==> config.mk <==
export PLATFORM = sky130hd
export DESIGN_NAME = ufe_seq
export DESIGN_NICKNAME = d
export VERILOG_FILES = /design/src/rtl/ufe_pkg.sv /design/src/rtl/ufe_seq.sv
export SDC_FILE = /design/constraint.sdc
export NUM_CORES = 1
export LEC_CHECK = 0
export ABC_AREA = 1
export BUFFER_PORTS_ARGS = -buffer_cell sky130_fd_sc_hd__buf_2
export CAP_MARGIN = 40
export CORE_MARGIN = 5
export CORE_UTILIZATION = 51
export CTS_CLUSTER_SIZE = 12
export DETAILED_ROUTE_END_ITERATION = 10
export PLACE_DENSITY = 0.77
export SYNTH_ARGS = -nofsm -noshare
export SYNTH_HDL_FRONTEND = slang
export SYNTH_SLANG_ARGS = --single-unit
export TNS_END_PERCENT = 5
==> constraint.sdc <==
create_clock -name clk -period 4.05 [get_ports clk]
set_input_delay 0 -clock clk [delete_from_list [all_inputs] [get_ports clk]]
set_output_delay 0 -clock clk [all_outputs]
set_load 0.01 [all_outputs]
==> src/rtl/ufe_pkg.sv <==
`default_nettype none

package ufe_pkg;

	// Table geometry
	localparam int NUM_NODES = 1024;
	localparam int NODE_W    = 10;
	localparam int SIZE_W    = 11;
	localparam int CNT_W     = 11;

	// Register map
	localparam int        ADDR_W         = 3;
	localparam logic      REG_NODE_COUNT = 1'b0;
	localparam int        CNT_RESET      = 1024;

	// Request codes
	localparam logic REQ_FIND  = 1'b0;
	localparam logic REQ_UNION = 1'b1;

	// Table access from the sequencer
	typedef struct packed {
		logic              p_we;
		logic [NODE_W-1:0] p_waddr;
		logic [NODE_W-1:0] p_wdata;
		logic [NODE_W-1:0] p_raddr;
		logic              s_we;
		logic [NODE_W-1:0] s_waddr;
		logic [SIZE_W-1:0] s_wdata;
		logic [NODE_W-1:0] s_raddr;
	} tbl_ctl_t;

	// Registered read data back to the sequencer
	typedef struct packed {
		logic [NODE_W-1:0] p_rdata;
		logic [SIZE_W-1:0] s_rdata;
	} tbl_rsp_t;

endpackage

`default_nettype wire

==> src/rtl/ufe_seq.sv <==
`default_nettype none

module ufe_seq
	import ufe_pkg::*;
(
	input  wire logic              clk,
	input  wire logic              arst_n,
	input  wire logic [CNT_W-1:0]  cnt_lim,
	input  wire logic              in_valid,
	output logic                   in_stall,
	input  wire logic              req_type,
	input  wire logic [NODE_W-1:0] node_a,
	input  wire logic [NODE_W-1:0] node_b,
	output logic                   out_valid,
	input  wire logic              out_stall,
	output logic [NODE_W-1:0]      root_a,
	output logic [NODE_W-1:0]      root_b,
	output logic                   joined,
	output logic [NODE_W-1:0]      result_root,
	output logic [SIZE_W-1:0]      set_size,
	output logic                   bad_node,
	output tbl_ctl_t               ctl,
	input  wire tbl_rsp_t          rsp
);

	typedef enum logic [3:0] {
		ST_CLR,
		ST_IDLE,
		ST_FIND_RD,
		ST_FIND_CHK,
		ST_CMP,
		ST_CMP_WR,
		ST_SZ_RDA,
		ST_SZ_RDB,
		ST_SZ_CMP,
		ST_DONE
	} state_t;

	state_t            state_q;
	logic [NODE_W-1:0] clr_q;
	logic [NODE_W-1:0] cur_q;
	logic [NODE_W-1:0] start_q;
	logic [NODE_W-1:0] root_q;
	logic [NODE_W-1:0] ra_q;
	logic [NODE_W-1:0] rb_q;
	logic [NODE_W-1:0] b_q;
	logic [SIZE_W-1:0] sa_q;
	logic              req_q;
	logic              phase_q;
	logic [NODE_W-1:0] res_root_q;
	logic [SIZE_W-1:0] res_size_q;
	logic              joined_q;
	logic              bad_q;
	logic              out_valid_q;
	logic [NODE_W-1:0] root_a_q;
	logic [NODE_W-1:0] root_b_q;
	logic              joined_out_q;
	logic [NODE_W-1:0] result_root_q;
	logic [SIZE_W-1:0] set_size_q;
	logic              bad_node_q;

	logic              accept;
	logic              bad_req;
	logic              a_larger;
	logic              merge;
	logic [SIZE_W-1:0] size_sum;

	assign in_stall = (state_q != ST_IDLE);
	assign accept   = in_valid && !in_stall;
	assign bad_req  = ({1'b0, node_a} >= cnt_lim)
		|| ((req_type == REQ_UNION) && ({1'b0, node_b} >= cnt_lim));

	// Shared compare and adder for the merge step
	assign merge    = (req_q == REQ_UNION) && (ra_q != rb_q);
	assign a_larger = (sa_q > rsp.s_rdata);
	assign size_sum = sa_q + rsp.s_rdata;

	// Drive table reads and writes from the current step
	always_comb begin
		ctl = '0;
		case (state_q)
			ST_CLR: begin
				ctl.p_we    = 1'b1;
				ctl.p_waddr = clr_q;
				ctl.p_wdata = clr_q;
				ctl.s_we    = 1'b1;
				ctl.s_waddr = clr_q;
				ctl.s_wdata = SIZE_W'(1);
			end
			ST_FIND_RD: ctl.p_raddr = cur_q;
			ST_FIND_CHK: ctl.p_raddr = rsp.p_rdata;
			ST_CMP: ctl.p_raddr = cur_q;
			ST_CMP_WR: begin
				ctl.p_we    = 1'b1;
				ctl.p_waddr = cur_q;
				ctl.p_wdata = root_q;
				ctl.p_raddr = rsp.p_rdata;
			end
			ST_SZ_RDA: ctl.s_raddr = ra_q;
			ST_SZ_RDB: ctl.s_raddr = rb_q;
			ST_SZ_CMP: begin
				if (merge) begin
					ctl.p_we    = 1'b1;
					ctl.s_we    = 1'b1;
					ctl.s_wdata = size_sum;
					if (a_larger) begin
						ctl.p_waddr = rb_q;
						ctl.p_wdata = ra_q;
						ctl.s_waddr = ra_q;
					end else begin
						ctl.p_waddr = ra_q;
						ctl.p_wdata = rb_q;
						ctl.s_waddr = rb_q;
					end
				end
			end
			default: ctl = '0;
		endcase
	end

	// Sequencer and output register
	always_ff @(posedge clk or negedge arst_n) begin
		if (!arst_n) begin
			state_q     <= ST_CLR;
			clr_q       <= '0;
			out_valid_q <= 1'b0;
		end else begin
			// drop a result once the receiver takes it, unless the next one loads now
			if (out_valid_q && !out_stall && (state_q != ST_DONE)) begin
				out_valid_q <= 1'b0;
			end
			case (state_q)
				ST_CLR: begin
					clr_q <= clr_q + NODE_W'(1);
					if (clr_q == NODE_W'(NUM_NODES - 1)) begin
						state_q <= ST_IDLE;
					end
				end
				ST_IDLE: begin
					if (accept) begin
						req_q   <= req_type;
						cur_q   <= node_a;
						start_q <= node_a;
						b_q     <= node_b;
						rb_q    <= '0;
						phase_q <= 1'b0;
						if (bad_req) begin
							ra_q       <= '0;
							res_root_q <= '0;
							res_size_q <= '0;
							joined_q   <= 1'b0;
							bad_q      <= 1'b1;
							state_q    <= ST_DONE;
						end else begin
							bad_q   <= 1'b0;
							state_q <= ST_FIND_RD;
						end
					end
				end
				ST_FIND_RD: state_q <= ST_FIND_CHK;
				ST_FIND_CHK: begin
					// walk up until a node points at itself
					if (rsp.p_rdata == cur_q) begin
						root_q  <= cur_q;
						cur_q   <= start_q;
						state_q <= ST_CMP;
					end else begin
						cur_q <= rsp.p_rdata;
					end
				end
				ST_CMP: begin
					if (cur_q == root_q) begin
						if (!phase_q) begin
							ra_q <= root_q;
							if (req_q == REQ_UNION) begin
								phase_q <= 1'b1;
								cur_q   <= b_q;
								start_q <= b_q;
								state_q <= ST_FIND_RD;
							end else begin
								state_q <= ST_SZ_RDA;
							end
						end else begin
							rb_q    <= root_q;
							state_q <= ST_SZ_RDA;
						end
					end else begin
						state_q <= ST_CMP_WR;
					end
				end
				ST_CMP_WR: begin
					// repoint the current node, advance to its old parent
					cur_q <= rsp.p_rdata;
					if (rsp.p_rdata == root_q) begin
						state_q <= ST_CMP;
					end
				end
				ST_SZ_RDA: state_q <= ST_SZ_RDB;
				ST_SZ_RDB: begin
					sa_q    <= rsp.s_rdata;
					state_q <= ST_SZ_CMP;
				end
				ST_SZ_CMP: begin
					if (merge) begin
						joined_q   <= 1'b1;
						res_size_q <= size_sum;
						res_root_q <= a_larger ? ra_q : rb_q;
					end else begin
						joined_q   <= 1'b0;
						res_size_q <= sa_q;
						res_root_q <= ra_q;
					end
					state_q <= ST_DONE;
				end
				ST_DONE: begin
					// hold until the output register is free
					if (!out_valid_q || !out_stall) begin
						out_valid_q   <= 1'b1;
						root_a_q      <= ra_q;
						root_b_q      <= rb_q;
						joined_out_q  <= joined_q;
						result_root_q <= res_root_q;
						set_size_q    <= res_size_q;
						bad_node_q    <= bad_q;
						state_q       <= ST_IDLE;
					end
				end
				default: state_q <= ST_IDLE;
			endcase
		end
	end

	assign out_valid   = out_valid_q;
	assign root_a      = root_a_q;
	assign root_b      = root_b_q;
	assign joined      = joined_out_q;
	assign result_root = result_root_q;
	assign set_size    = set_size_q;
	assign bad_node    = bad_node_q;

endmodule

`default_nettype wire

# Word level (Yosys, flattened, before mapping)
# Cells that the tools add are included.
word_totals:
  reg_bits: 154
  in_bits: 57
  out_inout_bits: 108
  word_cells: 133
op_classes:
  n_addsub: 2
  n_lt_le_gt_ge: 3
  eq_ne: 26
  mux: 53
  reduce_logical: 27
ops:
  columns: ["operator", "count"]
  rows:
  - ["$mux 10", 14]
  - ["$pmux 10 s2", 6]
  - ["$pmux 21 s3", 1]
  - ["$pmux 22 s2", 1]
  - ["$pmux 10 s4", 1]
  - ["$pmux 4 s10", 1]
  - ["$mux 11", 3]
  - ["$mux 4", 8]
  - ["$eq 10x10->1", 3]
  - ["$ge 10x11->1", 2]
  - ["$mux 22", 1]
  - ["$pmux 11 s2", 1]
  - ["$mux 21", 1]
  - ["$mux 20", 1]
  - ["$ne 2x2->1 const B", 10]
  - ["$reduce_and 6->1", 3]
  - ["$eq 4x3->1 const B", 4]
  - ["$add 11x11->11", 1]
  - ["$gt 11x11->1", 1]
  - ["$mux 1", 11]
  - ["$add 10x1->10 const B", 1]
  - ["$eq 10x10->1 const B", 1]
  - ["$ne 10x10->1", 1]
  - ["$reduce_and 5->1", 2]
  - ["other kinds (17)", 32]

# Longest topological paths before layout
depth:
  word_depth: 6
  mapped_depth: 14

# Worst setup path after synthesis
# Ideal clock, no wire load.
synth_path:
  path_type: "reg-to-reg"
  from: "register state_q[1]"
  to: "register bad_node_q, in the netlist bad_node, enable pin"
  setup_time_ns: 0.497
  arrival_ns: 3.739
  required_time_ns: 3.553
  path_slack_ns: -0.185
  path_stages_with_launch: 6
  path_buffers: 0
  synth_period_minus_slack_ns: 4.235
  cell_sequence: "dfrtp_1 > nor2_1 > inv_1 > nor2_1 > inv_1 > nor3_1"
synth_via:
  elab_chain_cells: 2
synth_rtl:
  columns: ["item", "line_no", "text"]
  rows:
  - ["start: declaration", "ufe_seq.sv:39", "state_t state_q;"]
  - ["start signal: assignment", "ufe_seq.sv:124", "state_q <= ST_CLR;"]
  - ["start signal: assignment", "ufe_seq.sv:136", "state_q <= ST_IDLE;"]
  - ["start signal: assignment", "ufe_seq.sv:153", "state_q <= ST_DONE;"]
  - ["$eq 4x4->1", "ufe_seq.sv:132", "case (state_q)"]
  - ["$reduce_and 3->1 (no line)", null, null]
  - ["end signal: assignment", "ufe_seq.sv:224", "bad_node_q <= bad_q;"]
  - ["end: declaration", "ufe_seq.sv:60", "logic bad_node_q;"]
# No other way between the ends.
# A chain may end at the register's enable or synchronous reset.

==> run_results.csv <==
group,metric,value,unit
drt,final_antenna_net_count,0,
timing,fin_skew,0.00919,ns
synth,synth_flop_cell,"edfxtp_1",
timing,tns,0,ns
cells_and_area,layout-drive-gt1-share,18.8,%
cts,post-cts-setup-buffers,0,
drt,drc,0,
global_routing,grt_overflow,0,
timing,period_share,79.6,%
timing,hold_viol_final,0,
drt,vias,7724,
cells_and_area,area_growth,24.1,%
drt,routedWlPerCell,17.2,um
global_routing,grt_pass1_wl,38.8,mm
power,p_leak,0.00520,uW
setup_path,startpoint_type,"register",
drt,routed_via_density,5.39,
place,dpl_cell_area,9770,um2
cts,clock-sinks,154,
setup_path,cp.required,4.05,ns
min_path,holdPathEnd,"cur_q[3]",
global_routing,grt_max_degree,44,
cts,path_clk_slew,0.07,ns
status,status,"completed",
synth,syn-cell-area,8680,um2
power,switching_share,37.0,%
synth,seq_area_frac_synth,52.4,%
synth,synth_top_cell_area_share,48.1,%
cells_and_area,fin_util,64.7,%
cts,cts_root_buf,"clkbuf_16",
power,pwr-share-seq,40.4,%
setup_path,r2r_start,"sa_q[8]",
power,clkPwrFrac,27.1,%
floorplan,die_w,140,um
place,place_ws,1.23,ns
drt,drt_iter0_drc,714,
synth,async_reset_ff_share,9.74,%
cts,cts_buffers,17,
synth,syn-num-nets,1085,
floorplan,dieArea,19700,um2
cells_and_area,fin_area,10800,um2
timing,min_period,3.22,ns
power,intPower,3610,uW
floorplan,fp.dieH,140,um
place,port_buffers,164,
timing,tightest_slew,0.626,ns
synth,yosysUniqueCellTypes,42,
global_routing,grt_antenna_before_repair,0,
setup_path,cp.arrival,3.22,ns
power,p_sw,2120,uW
place,gp_congestion,0.908,
timing,setup_viol,0,
power,peakVddDrop,0.329,mV
setup_path,endpoint_kind,"output pin",
synth,ys_top_cells_by_area,"edfxtp_1 48%, nand2_1 11%, inv_1 6.2%, ha_1 6.1%, nand3_1 4.6%",
synth,synth_seq_cells,154,
setup_path,critPathMaxFanout,29,
cells_and_area,final_nets,1300,
global_routing,grt.total_usage,24.7,%
timing,finalHoldWorstSlack,0.0162,ns
timing,drv_slew,0,
drt,drt_wl_total,24.6,mm
min_path,hold_class,"in -> reg",
drt,dr.pass1.iters,5,
power,powerDensity,531,nW/um2
timing,timing.fmax,310,MHz
cts,cts_max_path_buffers,2,
min_path,min_from,"rsp[14]",
place,dp_hpwl,18.7,mm
setup_path,r2r_end,"res_root_q[0]",
timing,slew_headroom,58.1,%
min_path,hold_path_depth,3,
synth,synth-edff-count,139,
floorplan,ios,165,
cts,htreeDepth,4,
setup_path,crit_type,"reg -> out",
synth,ys_warn_count,0,
cts,clk_latency,0.43,ns
global_routing,grt_pass1_vias,7483,
setup_path,r2r_cells,8,
synth,syn_area_per_cell,8.82,um2
floorplan,start_util,52.2,%
timing,rsz0062_at_grt,"no",
flow_run,drv_cap,0,
cts,cts_tree,"done",
floorplan,core-area,16600,um2
cells_and_area,insertedDiodeCount,0,
synth,yosysTopAreaCell,"edfxtp_1",
timing,setup_ws,0.825,ns
power,power_frac_comb,32.5,%
floorplan,num_rows,47,
synth,syn_inst,985,
setup_path,reg2reg_setup_slack,1.17,ns
-- cell families (layout without fill, tap and decap cells) --
family / count (synthesis) / after routing / synth area share (%)
AO/OA/AOI/OAI: 124 / 124 / 8.37
XOR/XNOR: 21 / 21 / 2.12
adder cells (fa/ha/maj): 43 / 43 / 6.28
buffers and inverters: 171 / 399 / 7.81
flip-flops: 154 / 154 / 52.4
AND/OR/NAND/NOR: 472 / 472 / 23.0
-- metal layers --
| layer | GRT usage (%) | share of wire (%) | up-vias |
|---|---|---|---|
| met1 | 32.3 | 42 | 3579 |
| met3 | 5.11 | 8.6 | 37 |
| met5 | 0 | 0 | - |
| li1 | - | - | 3707 |
| met2 | 41.9 | 48 | 401 |
| met4 | 6.83 | 1.9 | 0 |
-- flip-flops by register name (all words and copies together) (netlist names) --
register and cells:
root_q 10, out_valid 1, res_root_q 10, phase_q 1
res_size_q 11, cur_q 10, rb_q 10, sa_q 11
req_q 1, clr_q 10, joined_q 1, b_q 10
ra_q 10, bad_node 1, state_q 4, bad_q 1
result_root 10, root_b 10, set_size 11, joined 1
root_a 10, start_q 10
-- repair_timing --
item / CTS / global route
resized for setup: 0 / 0
endpoints found under the hold margin: 60 / 0
hold buffers: 43 / 0
-- worst max path at each step --
stage / startpoint / endpoint / cells past startpoint
floorplan: state_q[1] / bad_node / 5
global placement: sa_q[9] / res_root_q[0] / 9
detailed placement: sa_q[9] / res_root_q[0] / 9
CTS: sa_q[8] / ctl[51] / 10
global route: sa_q[9] / ctl[51] / 10
finish: sa_q[8] / ctl[51] / 9
-- metrics by stage --
step	cells	power, uW
2_1_floorplan	985	3440
3_3_place_gp	1353	4050
3_5_place_dp	1357	4130
4_1_cts	1432	5710
5_1_grt	1433	6020
6_report	1433	5720
-- placed cells by master (no fill, tap or decap), types with 16 or more instances in the layout --
cell type and instances:
ha_1 42, nand2_1 264, nor2_1 89, a21oi_1 31, buf_2 164, o22ai_1 24
xor2_1 16, edfxtp_1 139, dlygate4sd3_1 43, inv_1 143, clkbuf_16 17, nand3_1 80
o21ai_0 41
-- worst max-delay path, stage by stage, from the launching register on --
cell,delay (ns)
edfxtp_1,0.43
ha_1,0.40
nand3_2,0.14
nor3_2,0.23
nand4_2,0.38
nand2_2,0.60
nand2_1,0.12
nand3_1,0.17
nand3_1,0.16
buf_2,0.18
-- cells in the mapped netlist (3+ instances only) --
library cell	number
nand2_1	264
inv_1	143
edfxtp_1	139
nor2_1	89
nand3_1	80
ha_1	42
o21ai_0	41
a21oi_1	31
o22ai_1	24
xor2_1	16
dfrtp_1	15
nand4_1	12
o21bai_1	11
buf_2	10
clkbuf_1	7
nor3_1	6
nor2_2	5
xnor2_1	5
inv_2	4
o21ai_1	4
nand2_2	3
nand3b_1	3
-- power by group through the flow --
stage	registers, uW	logic [uW]	clock network [uW]
2_1_floorplan	2290	1140	0
6_report	2310	1860	1550
4_1_cts	2310	1840	1560
3_3_place_gp	2330	1720	0
5_1_grt	2340	2040	1640
3_5_place_dp	2340	1790	0
-- final cells by class --
type | count | area [um2]
fillers | 1364 | 5870
flip-flops and latches | 154 | 4550
multi-input cells | 660 | 3470
repair buffers | 218 | 1360
inverters | 149 | 559
clock buffers | 18 | 429
well taps | 220 | 275
clock inverters | 14 | 138
Power figures use the tool's default switching activity.
